===== src/rtl/core/bcc_pkg.sv =====
`timescale 1ns / 1ps
// ----------------------------------------------------------------------------
// bcc_pkg
// Shared types, codes and constants of the button click classifier.
// ----------------------------------------------------------------------------
package bcc_pkg;

	localparam int TIME_W   = 48;
	localparam int MS_W     = 16;
	localparam int THR_W    = 26;   // 65535 ms * 1000 us fits in 26 bits
	localparam int CFG_IDX_W = 3;
	localparam int ACT_W    = 3;
	localparam int CLK_W    = 2;

	localparam logic [THR_W-1:0] US_PER_MS = THR_W'(1000);

	// register indexes
	localparam logic [CFG_IDX_W-1:0] CFG_DEBOUNCE = 3'd0;
	localparam logic [CFG_IDX_W-1:0] CFG_SHORT    = 3'd1;
	localparam logic [CFG_IDX_W-1:0] CFG_DOUBLE   = 3'd2;
	localparam logic [CFG_IDX_W-1:0] CFG_LONG     = 3'd3;
	localparam logic [CFG_IDX_W-1:0] CFG_HOLD     = 3'd4;

	// register reset values in milliseconds
	localparam logic [MS_W-1:0] RST_DEBOUNCE_MS = 16'd20;
	localparam logic [MS_W-1:0] RST_SHORT_MS    = 16'd450;
	localparam logic [MS_W-1:0] RST_DOUBLE_MS   = 16'd300;
	localparam logic [MS_W-1:0] RST_LONG_MS     = 16'd800;
	localparam logic [MS_W-1:0] RST_HOLD_MS     = 16'd10000;

	// action codes
	localparam logic [ACT_W-1:0] ACT_NONE   = 3'd0;
	localparam logic [ACT_W-1:0] ACT_SINGLE = 3'd1;
	localparam logic [ACT_W-1:0] ACT_DOUBLE = 3'd2;
	localparam logic [ACT_W-1:0] ACT_LONG   = 3'd3;
	localparam logic [ACT_W-1:0] ACT_RESET  = 3'd4;

	// operation codes
	localparam logic OP_EDGE = 1'b0;
	localparam logic OP_TICK = 1'b1;

	typedef struct packed {
		logic              op;
		logic              pin;
		logic [TIME_W-1:0] time_us;
	} bcc_item_t;

	typedef struct packed {
		logic [ACT_W-1:0] action;
		logic             edge_accepted;
		logic             is_down;
		logic             last_result;
	} bcc_result_t;

	// thresholds held in microseconds
	typedef struct packed {
		logic [THR_W-1:0] debounce;
		logic [THR_W-1:0] short_click;
		logic [THR_W-1:0] double_click;
		logic [THR_W-1:0] long_press;
		logic [THR_W-1:0] reset_hold;
	} bcc_thresh_t;

	typedef struct packed {
		logic valid;   // result register holds a request
		logic pend;    // second result waits behind it
		logic free;    // result register takes a new item this cycle
	} bcc_out_status_t;

	function automatic logic [THR_W-1:0] ms_to_us(input logic [MS_W-1:0] ms);
		ms_to_us = THR_W'(ms) * US_PER_MS;
	endfunction

endpackage


===== src/rtl/core/bcc_cfg_regs.sv =====
`timescale 1ns / 1ps
// ----------------------------------------------------------------------------
// bcc_cfg_regs
// Timing registers; each write is scaled to microseconds as it is stored.
// ----------------------------------------------------------------------------
module bcc_cfg_regs
	import bcc_pkg::*;
(
	input  logic                 clk,
	input  logic                 arst_n,
	input  logic                 wr_en,
	input  logic [CFG_IDX_W-1:0] wr_index,
	input  logic [MS_W-1:0]      wr_data,
	output bcc_thresh_t          thresh
);

	bcc_thresh_t      thresh_q;
	logic [THR_W-1:0] wr_us;

	assign wr_us  = ms_to_us(wr_data);
	assign thresh = thresh_q;

	// store the selected register; drop writes past the last index
	always_ff @(posedge clk or negedge arst_n) begin
		if (!arst_n) begin
			thresh_q.debounce     <= ms_to_us(RST_DEBOUNCE_MS);
			thresh_q.short_click  <= ms_to_us(RST_SHORT_MS);
			thresh_q.double_click <= ms_to_us(RST_DOUBLE_MS);
			thresh_q.long_press   <= ms_to_us(RST_LONG_MS);
			thresh_q.reset_hold   <= ms_to_us(RST_HOLD_MS);
		end else if (wr_en) begin
			case (wr_index)
				CFG_DEBOUNCE: thresh_q.debounce     <= wr_us;
				CFG_SHORT:    thresh_q.short_click  <= wr_us;
				CFG_DOUBLE:   thresh_q.double_click <= wr_us;
				CFG_LONG:     thresh_q.long_press   <= wr_us;
				CFG_HOLD:     thresh_q.reset_hold   <= wr_us;
				default: ;
			endcase
		end
	end

endmodule


===== src/rtl/core/bcc_core.sv =====
`timescale 1ns / 1ps
// ----------------------------------------------------------------------------
// bcc_core
// Debounce and click state with the classification logic of one item.
// ----------------------------------------------------------------------------
module bcc_core
	import bcc_pkg::*;
(
	input  logic        clk,
	input  logic        arst_n,
	input  logic        advance,
	input  bcc_item_t   item,
	input  bcc_thresh_t thresh,
	output bcc_result_t res0,
	output bcc_result_t res1,
	output logic        two
);

	logic              down_q, press_armed_q, release_armed_q, long_done_q, hold_done_q;
	logic [CLK_W-1:0]  clicks_q;
	logic [TIME_W-1:0] last_edge_q, press_start_q, release_time_q;

	logic              down_d, press_armed_d, release_armed_d, long_done_d, hold_done_d;
	logic [CLK_W-1:0]  clicks_d, clicks_inc;
	logic [TIME_W-1:0] last_edge_d, press_start_d, release_time_d;

	logic [TIME_W-1:0] el_edge, el_press, el_rel;
	logic              pressed, bounce, short_press;
	logic              fire_long, fire_hold, fire_single;

	// elapsed times wrap modulo 2^48
	assign el_edge  = item.time_us - last_edge_q;
	assign el_press = item.time_us - press_start_q;
	assign el_rel   = item.time_us - release_time_q;

	assign pressed     = ~item.pin;
	assign bounce      = el_edge < TIME_W'(thresh.debounce);
	assign short_press = el_press < TIME_W'(thresh.short_click);
	assign clicks_inc  = (clicks_q == 2'd3) ? clicks_q : clicks_q + 2'd1;

	assign fire_long   = down_q && press_armed_q && !long_done_q &&
		(el_press >= TIME_W'(thresh.long_press));
	assign fire_hold   = down_q && press_armed_q && !hold_done_q &&
		(el_press >= TIME_W'(thresh.reset_hold));
	assign fire_single = !down_q && (clicks_q == 2'd1) && release_armed_q &&
		(el_rel >= TIME_W'(thresh.double_click));

	// next state and results
	always_comb begin
		down_d          = down_q;
		press_armed_d   = press_armed_q;
		release_armed_d = release_armed_q;
		long_done_d     = long_done_q;
		hold_done_d     = hold_done_q;
		clicks_d        = clicks_q;
		last_edge_d     = last_edge_q;
		press_start_d   = press_start_q;
		release_time_d  = release_time_q;

		res0.action        = ACT_NONE;
		res0.edge_accepted = 1'b0;
		res0.is_down       = down_q;
		res0.last_result   = 1'b1;
		res1.action        = ACT_RESET;
		res1.edge_accepted = 1'b0;
		res1.is_down       = down_q;
		res1.last_result   = 1'b1;
		two                = 1'b0;

		if (item.op == OP_EDGE) begin
			if (!bounce) begin
				res0.edge_accepted = 1'b1;
				res0.is_down       = pressed;
				last_edge_d        = item.time_us;
				down_d             = pressed;
				hold_done_d        = 1'b0;
				if (pressed) begin
					press_start_d = item.time_us;
					press_armed_d = 1'b1;
					long_done_d   = 1'b0;
				end else if (!long_done_q && short_press) begin
					release_time_d  = item.time_us;
					release_armed_d = 1'b1;
					if (clicks_inc >= 2'd2) begin
						res0.action = ACT_DOUBLE;
						clicks_d    = '0;
					end else begin
						clicks_d = clicks_inc;
					end
				end
			end
		end else begin
			if (fire_long) begin
				long_done_d = 1'b1;
				clicks_d    = '0;
			end
			if (fire_hold) begin
				hold_done_d = 1'b1;
				clicks_d    = '0;
			end
			if (fire_single)
				clicks_d = '0;
			if (fire_long && fire_hold) begin
				res0.action      = ACT_LONG;
				res0.last_result = 1'b0;
				two              = 1'b1;
			end else if (fire_long) begin
				res0.action = ACT_LONG;
			end else if (fire_hold) begin
				res0.action = ACT_RESET;
			end else if (fire_single) begin
				res0.action = ACT_SINGLE;
			end
		end
	end

	// commit control state as the item leaves
	always_ff @(posedge clk or negedge arst_n) begin
		if (!arst_n) begin
			down_q          <= 1'b0;
			press_armed_q   <= 1'b0;
			release_armed_q <= 1'b0;
			long_done_q     <= 1'b0;
			hold_done_q     <= 1'b0;
			clicks_q        <= '0;
			last_edge_q     <= '0;
			press_start_q   <= '0;
			release_time_q  <= '0;
		end else if (advance) begin
			down_q          <= down_d;
			press_armed_q   <= press_armed_d;
			release_armed_q <= release_armed_d;
			long_done_q     <= long_done_d;
			hold_done_q     <= hold_done_d;
			clicks_q        <= clicks_d;
			last_edge_q     <= last_edge_d;
			press_start_q   <= press_start_d;
			release_time_q  <= release_time_d;
		end
	end

endmodule


===== src/rtl/core/bcc_out_stage.sv =====
`timescale 1ns / 1ps
// ----------------------------------------------------------------------------
// bcc_out_stage
// Result register with one slot for the second result of an item.
// ----------------------------------------------------------------------------
module bcc_out_stage
	import bcc_pkg::*;
(
	input  logic            clk,
	input  logic            arst_n,
	input  logic            load,
	input  bcc_result_t     res0,
	input  bcc_result_t     res1,
	input  logic            two,
	input  logic            out_stall,
	output bcc_result_t     out_res,
	output bcc_out_status_t status
);

	logic        valid_q, pend_q;
	bcc_result_t out_q, pend_res_q;
	logic        take;

	assign take         = valid_q && !out_stall;
	assign status.valid = valid_q;
	assign status.pend  = pend_q;
	assign status.free  = !valid_q || (take && !pend_q);
	assign out_res      = out_q;

	// control: load a new item, or advance the queued second result
	always_ff @(posedge clk or negedge arst_n) begin
		if (!arst_n) begin
			valid_q <= 1'b0;
			pend_q  <= 1'b0;
		end else if (load) begin
			valid_q <= 1'b1;
			pend_q  <= two;
		end else if (take) begin
			valid_q <= pend_q;
			pend_q  <= 1'b0;
		end
	end

	// payload
	always_ff @(posedge clk) begin
		if (load) begin
			out_q      <= res0;
			pend_res_q <= res1;
		end else if (take && pend_q) begin
			out_q <= pend_res_q;
		end
	end

endmodule


===== src/rtl/core/button_click_classifier.sv =====
`timescale 1ns / 1ps
// ----------------------------------------------------------------------------
// button_click_classifier
// Debounces an active-low button and reports single, double, long press and
// pairing-reset hold from edge and tick requests.
// ----------------------------------------------------------------------------
//  channel | handshake              | payload
//  --------+------------------------+------------------------------------------
//  in      | in_valid / in_stall    | operation, pin_level, time_us
//  out     | out_valid / out_stall  | action, edge_accepted, is_down, last_result
//  cfg     | cfg_valid / cfg_ready  | cfg_index, cfg_data
//
//  A request is held in the input register, is classified and lands in the
//  result register. One request per cycle while out_stall is low; a request
//  with two results holds the input while the second result drains from its slot.
//  out_stall backs up through the result register into in_stall.
//  Reset clears state and loads the default timing registers; cfg_ready is
//  always high.
// ----------------------------------------------------------------------------
module button_click_classifier
	import bcc_pkg::*;
(
	input  logic                 clk,
	input  logic                 arst_n,
	input  logic                 in_valid,
	output logic                 in_stall,
	input  logic                 operation,
	input  logic                 pin_level,
	input  logic [TIME_W-1:0]    time_us,
	output logic                 out_valid,
	input  logic                 out_stall,
	output logic [ACT_W-1:0]     action,
	output logic                 edge_accepted,
	output logic                 is_down,
	output logic                 last_result,
	input  logic                 cfg_valid,
	output logic                 cfg_ready,
	input  logic [CFG_IDX_W-1:0] cfg_index,
	input  logic [MS_W-1:0]      cfg_data
);

	logic            valid_s1;
	bcc_item_t       item_s1;
	logic            accept, advance, two;
	bcc_thresh_t     thresh;
	bcc_result_t     res0, res1, out_res;
	bcc_out_status_t ostat;

	assign cfg_ready = 1'b1;
	assign in_stall  = valid_s1 && !ostat.free;
	assign accept    = in_valid && !in_stall;
	assign advance   = valid_s1 && ostat.free;

	// input register
	always_ff @(posedge clk or negedge arst_n) begin
		if (!arst_n) begin
			valid_s1 <= 1'b0;
		end else if (accept) begin
			valid_s1 <= 1'b1;
		end else if (ostat.free) begin
			valid_s1 <= 1'b0;
		end
	end

	always_ff @(posedge clk) begin
		if (accept) begin
			item_s1.op      <= operation;
			item_s1.pin     <= pin_level;
			item_s1.time_us <= time_us;
		end
	end

	bcc_cfg_regs u_cfg (
		.clk      (clk),
		.arst_n   (arst_n),
		.wr_en    (cfg_valid && cfg_ready),
		.wr_index (cfg_index),
		.wr_data  (cfg_data),
		.thresh   (thresh)
	);

	bcc_core u_core (
		.clk     (clk),
		.arst_n  (arst_n),
		.advance (advance),
		.item    (item_s1),
		.thresh  (thresh),
		.res0    (res0),
		.res1    (res1),
		.two     (two)
	);

	bcc_out_stage u_out (
		.clk       (clk),
		.arst_n    (arst_n),
		.load      (advance),
		.res0      (res0),
		.res1      (res1),
		.two       (two),
		.out_stall (out_stall),
		.out_res   (out_res),
		.status    (ostat)
	);

	assign out_valid     = ostat.valid;
	assign action        = out_res.action;
	assign edge_accepted = out_res.edge_accepted;
	assign is_down       = out_res.is_down;
	assign last_result   = out_res.last_result;

	// a queued second result always sits behind a shown one
	assert property (@(posedge clk) disable iff (!arst_n) ostat.pend |-> ostat.valid)
		else $error("second result queued with empty result register");

	// only a long press is followed by another result
	assert property (@(posedge clk) disable iff (!arst_n)
		(out_valid && !last_result) |-> (action == ACT_LONG))
		else $error("non-final result is not a long press");

	// an accepted edge reports nothing but a double click
	assert property (@(posedge clk) disable iff (!arst_n)
		(out_valid && edge_accepted) |-> (action == ACT_NONE || action == ACT_DOUBLE))
		else $error("edge result carries a tick action");

	// stall only while the input register is full
	assert property (@(posedge clk) disable iff (!arst_n) in_stall |-> valid_s1)
		else $error("input stalled with empty input register");

endmodule


===== config.mk =====
export PLATFORM = sky130hd
export DESIGN_NAME = button_click_classifier
export DESIGN_NICKNAME = d
export VERILOG_FILES = /design/src/rtl/core/bcc_pkg.sv /design/src/rtl/core/bcc_cfg_regs.sv /design/src/rtl/core/bcc_core.sv /design/src/rtl/core/bcc_out_stage.sv /design/src/rtl/core/button_click_classifier.sv
export SDC_FILE = /design/constraint.sdc
export NUM_CORES = 1
export LEC_CHECK = 0
export ABC_CLOCK_PERIOD_IN_PS = 6200
export BUFFER_PORTS_ARGS = -buffer_cell sky130_fd_sc_hd__buf_2
export CAP_MARGIN = 20
export CORE_MARGIN = 3
export CORE_UTILIZATION = 50
export CTS_BUF_LIST = sky130_fd_sc_hd__clkbuf_16
export DETAILED_ROUTE_END_ITERATION = 7
export GPL_ROUTABILITY_DRIVEN = 0
export PLACE_DENSITY = 0.65
export SLEW_MARGIN = 30
export SYNTH_ARGS = -nofsm -noshare
export SYNTH_HDL_FRONTEND = slang
export SYNTH_SLANG_ARGS = --single-unit

===== constraint.sdc =====
create_clock -name clk -period 6.2 [get_ports clk]
set_input_delay 0.31 -clock clk [delete_from_list [all_inputs] [get_ports clk]]
set_output_delay 0.31 -clock clk [all_outputs]
set_load 0.02 [all_outputs]

==> results by group <==
Outcome
  – Status: finished, final reports clean

Synthesis
  – Mapped Area: 26210 um^2
  – Cell taking the most area after synthesis: dfrtp_1
  – Post-synth EDFFs: 57
  – Commonest register cell after synthesis: dfrtp_1
  – Synth top area share: 22.05%
  – Count leader, synth: inv_1
  – Seq/Total Area, Yosys: 32.39%
  – Syn Inst Count: 2872
  – List of most frequent post-synthesis cells: inv_1 (331), ha_1 (306), nand2_1 (283)
  – Largest cells by area after synthesis: dfrtp_1 (22%), ha_1 (15%), edfxtp_1 (6.5%)
  – Syn nets: 3308
  – Asr flop ratio synth: 82.52%
  – Seq cells post-synth: 326
  – Yosys Warn Count: 0
  – Syn_area_per_cell: 9.127 um^2
  – Yosys cell types: 96

Detailed routing
  – Via count: 21970
  – Wire per inst: 19.72 um
  – Drt total wl: 73030 um
  – Initial DRC Count: 1838
  – DR DRC count: 0
  – TritonRoute pass-1 iters: 5
  – Vias/cell: 5.933
  – Final ANT Viol Nets: 0

Timing
  – Max-slew violation count: 0
  – Slew margin rel.: 45.62%
  – Final hold viol count: 0
  – Post-route clock period utilization: 95.97%
  – Final Skew: 0.02560 ns
  – Slew @ Worst Pin: 0.8095 ns
  – Final setup violation count: 0
  – Setup TNS: 0 ns
  – Crit path time final: 5.950 ns
  – RSZ-0062 raised after global routing: no
  – Fmax: 0.1681 GHz

Floorplan
  – Die Y: 235.0 um
  – Initial Util: 50.79%
  – I/O pin cnt: 83
  – Die Wd: 235.0 um
  – Row cnt: 83
  – Die area: 55210 um^2
  – Core area: 51610 um^2

Layout
  – N_diodes: 0
  – Layout area overhead: 11.90%
  – Layout cells sized above 1: 12.40%
  – Post-Layout Inst Area: 29330 um^2
  – Nets: 3427
  – Filler cells: 4628

Placement
  – Port bufs: 81
  – Placed cell areas: 27300 um^2
  – Dpl hpwl: 56890 um

CTS
  – Clock transition at path regs: 0.06 ns
  – H-tree lvl count: 2
  – Worst skew pair latency: 0.58 ns
  – CTS buffer count: 40
  – CTS tree: yes
  – Max Root-Sink Buffers: 3
  – CTS root buf: clkbuf_16
  – Clock sink count: 326

Critical path
  – Slowest cell on the critical path: edfxtp_1
  – CP max stage delay: 0.50 ns
  – CP arrival: 6.39 ns
  – Crit path cell chain: ha_1 -> a21o_1 -> a21oi_1 -> o21ai_0 -> a221o_1 -> a31oi_1 -> o21bai_1 -> xor2_1 -> ha_1 -> a21oi_1 -> nand2_1 -> nor4_1 -> nand3_1 -> a211oi_1 -> nand4b_1 -> nor4_1 -> nand4_1 -> and3_2 -> nor2b_4 -> buf_4 -> mux2_1
  – Worst path bufs/invs: 1
  – Startpoint types: flop
  – CP top delay family: simple AND/OR/NAND/NOR gates
  – Max FO, Critical Path: 20
  – Critical Path End Type: flop
  – CP required: 6.64 ns
  – Crit Path Class: flop to flop

Global routing
  – Largest net degree at the start of global routing: 171
  – Gr usage total: 26.02%
  – First-pass GRT wire length: 116000 um
  – Antenna violations before repair: 0
  – Vias in the first global route: 21730
  – Total grt overflow: 0

Job
  – Max-cap violation count: 0

Power
  – Worst VDD drop: 0.2808 mV
  – Power Density: 457.9 nW/um^2
  – Pleak: 13.43 nW

Worst hold path
  – Min-Delay Path Class: input port to flop
==> sequential cells by signal, indices dropped and copies added (netlist names) <==
signal / flops
u_out.pend_q: 1
u_core.long_done_q: 1
u_core.down_q: 1
u_out.pend_res_q: 1
u_out.valid_q: 1
u_core.last_edge_q: 48
u_out.out_res: 6
valid_s1: 1
u_core.press_armed_q: 1
u_cfg.thresh: 115
u_core.release_armed_q: 1
item_s1: 50
u_core.press_start_q: 48
u_core.release_time_q: 48
u_core.clicks_q: 2
u_core.hold_done_q: 1
==> power by group <==
group | total (mW) | switching (mW) | internal (mW)
Sequential | 3.19 | 0.329 | 2.86
Combinational | 7.83 | 4.80 | 3.03
Clock | 2.41 | 0.974 | 1.44
==> cells in the final DEF (no fill, tap or decap), drive strengths merged, types with 24 or more instances in the layout <==
master,instances
inv,340
ha,306
nand2,283
o21ai,264
dfrtp,231
a21oi,209
nor2,132
buf,123
mux2,122
xnor2,76
a21o,71
nand3,59
edfxtp,57
fa,56
nand4,52
dlygate4sd3,52
clkbuf,40
xor2,39
dfstp,38
nor3,34
o21bai,30
nor2b,26
nand2b,25
o21a,24
and3,24
a211oi,24
==> layer usage <==
metal | up-vias | global-route usage (%) | share of wire [%]
li1 | 10410 | - | -
met1 | 10710 | 35.59 | 44
met2 | 697 | 42.04 | 46
met3 | 150 | 3.650 | 6.3
met4 | 0 | 9.850 | 3.7
met5 | - | 0 | 0
==> kinds of logic (layout without fill, tap and decap cells) <==
group	after synthesis	after routing	share of synthesized area, %
other	1	1	0.01431
adder cells (fa/ha/maj)	362	362	18.88
flip-flops	326	326	32.39
buffers and inverters	429	580	6.553
multiplexers	138	138	6.525
AND/OR/NAND/NOR	718	718	13.20
XOR/XNOR	115	115	3.842
AO/OA/AOI/OAI	783	783	18.59
==> layout make-up <==
type                    instances  area (um^2)  share of cell area, %
clock buffers                  40         1001                  3.412
clock inverters                34        349.1                  1.190
inverters                     331         1242                  4.235
multi-input cells            2117        16090                  54.86
flip-flops and latches        326         8491                  28.94
well taps                     680        850.8                  2.900
repair buffers                175         1309                  4.462
==> worst paths after layout <==
path	from	endpoint	slack (ns)	cells after the start
worst max-delay path	item_s1[13]$_DFFE_PP_	u_core.press_start_q[35]$_DFFE_PN0P_	0.25	21
min in group asynchronous	arst_n	u_core.last_edge_q[3]$_DFFE_PN0P_	0.32	2
max in group asynchronous	arst_n	u_cfg.thresh[23]$_DFFE_PN1P_	4.48	4
worst min register to register	u_core.press_armed_q$_DFFE_PN0P_	u_core.press_armed_q$_DFFE_PN0P_	0.47	1
worst min-delay path	out_stall	u_out.valid_q$_DFFE_PN0P_	0.10	3
worst max register to register	item_s1[13]$_DFFE_PP_	u_core.press_start_q[35]$_DFFE_PN0P_	0.25	21
==> timing repair <==
| item | 4_1_cts | 5_1_grt |
|---|---|---|
| gates resized for setup | 0 | 17 |
| endpoints found under the setup margin | 0 | 51 |
| buffers inserted | 0 | 8 |
| hold buffers | 52 | 0 |
| hold endpoints to repair | 116 | 0 |
==> worst reg2reg max path: cells and delay by family, from the launching register on <==
| family | cells | cell delay [ns] |
|---|---|---|
| simple gates | 8 | 2.02 |
| compound gates | 8 | 1.79 |
| fa+ha+maj | 2 | 0.71 |
| flops | 1 | 0.50 |
| mux | 1 | 0.36 |
| buf+inv | 1 | 0.26 |
| xor+xnor | 1 | 0.17 |
==> metrics by stage <==
| stage | setup slack, ns | utilization (%) | total power, mW | std cells | hold WS [ns] |
|---|---|---|---|---|---|
| floorplan | 1.016 | - | 8.585 | 2872 | 0.01441 |
| global placement | 0.1939 | 52.89 | 10.62 | 3568 | 0.4000 |
| detailed placement | 0.04367 | 52.89 | 10.87 | 3568 | 0.4045 |
| CTS | 0.006041 | 56.52 | 13.40 | 3694 | 0.06895 |
| global route | 0.01167 | 56.84 | 14.63 | 3703 | 0.1124 |
| finish | 0.2496 | 56.84 | 13.43 | 3703 | 0.1026 |
Power figures use the tool's default switching activity.
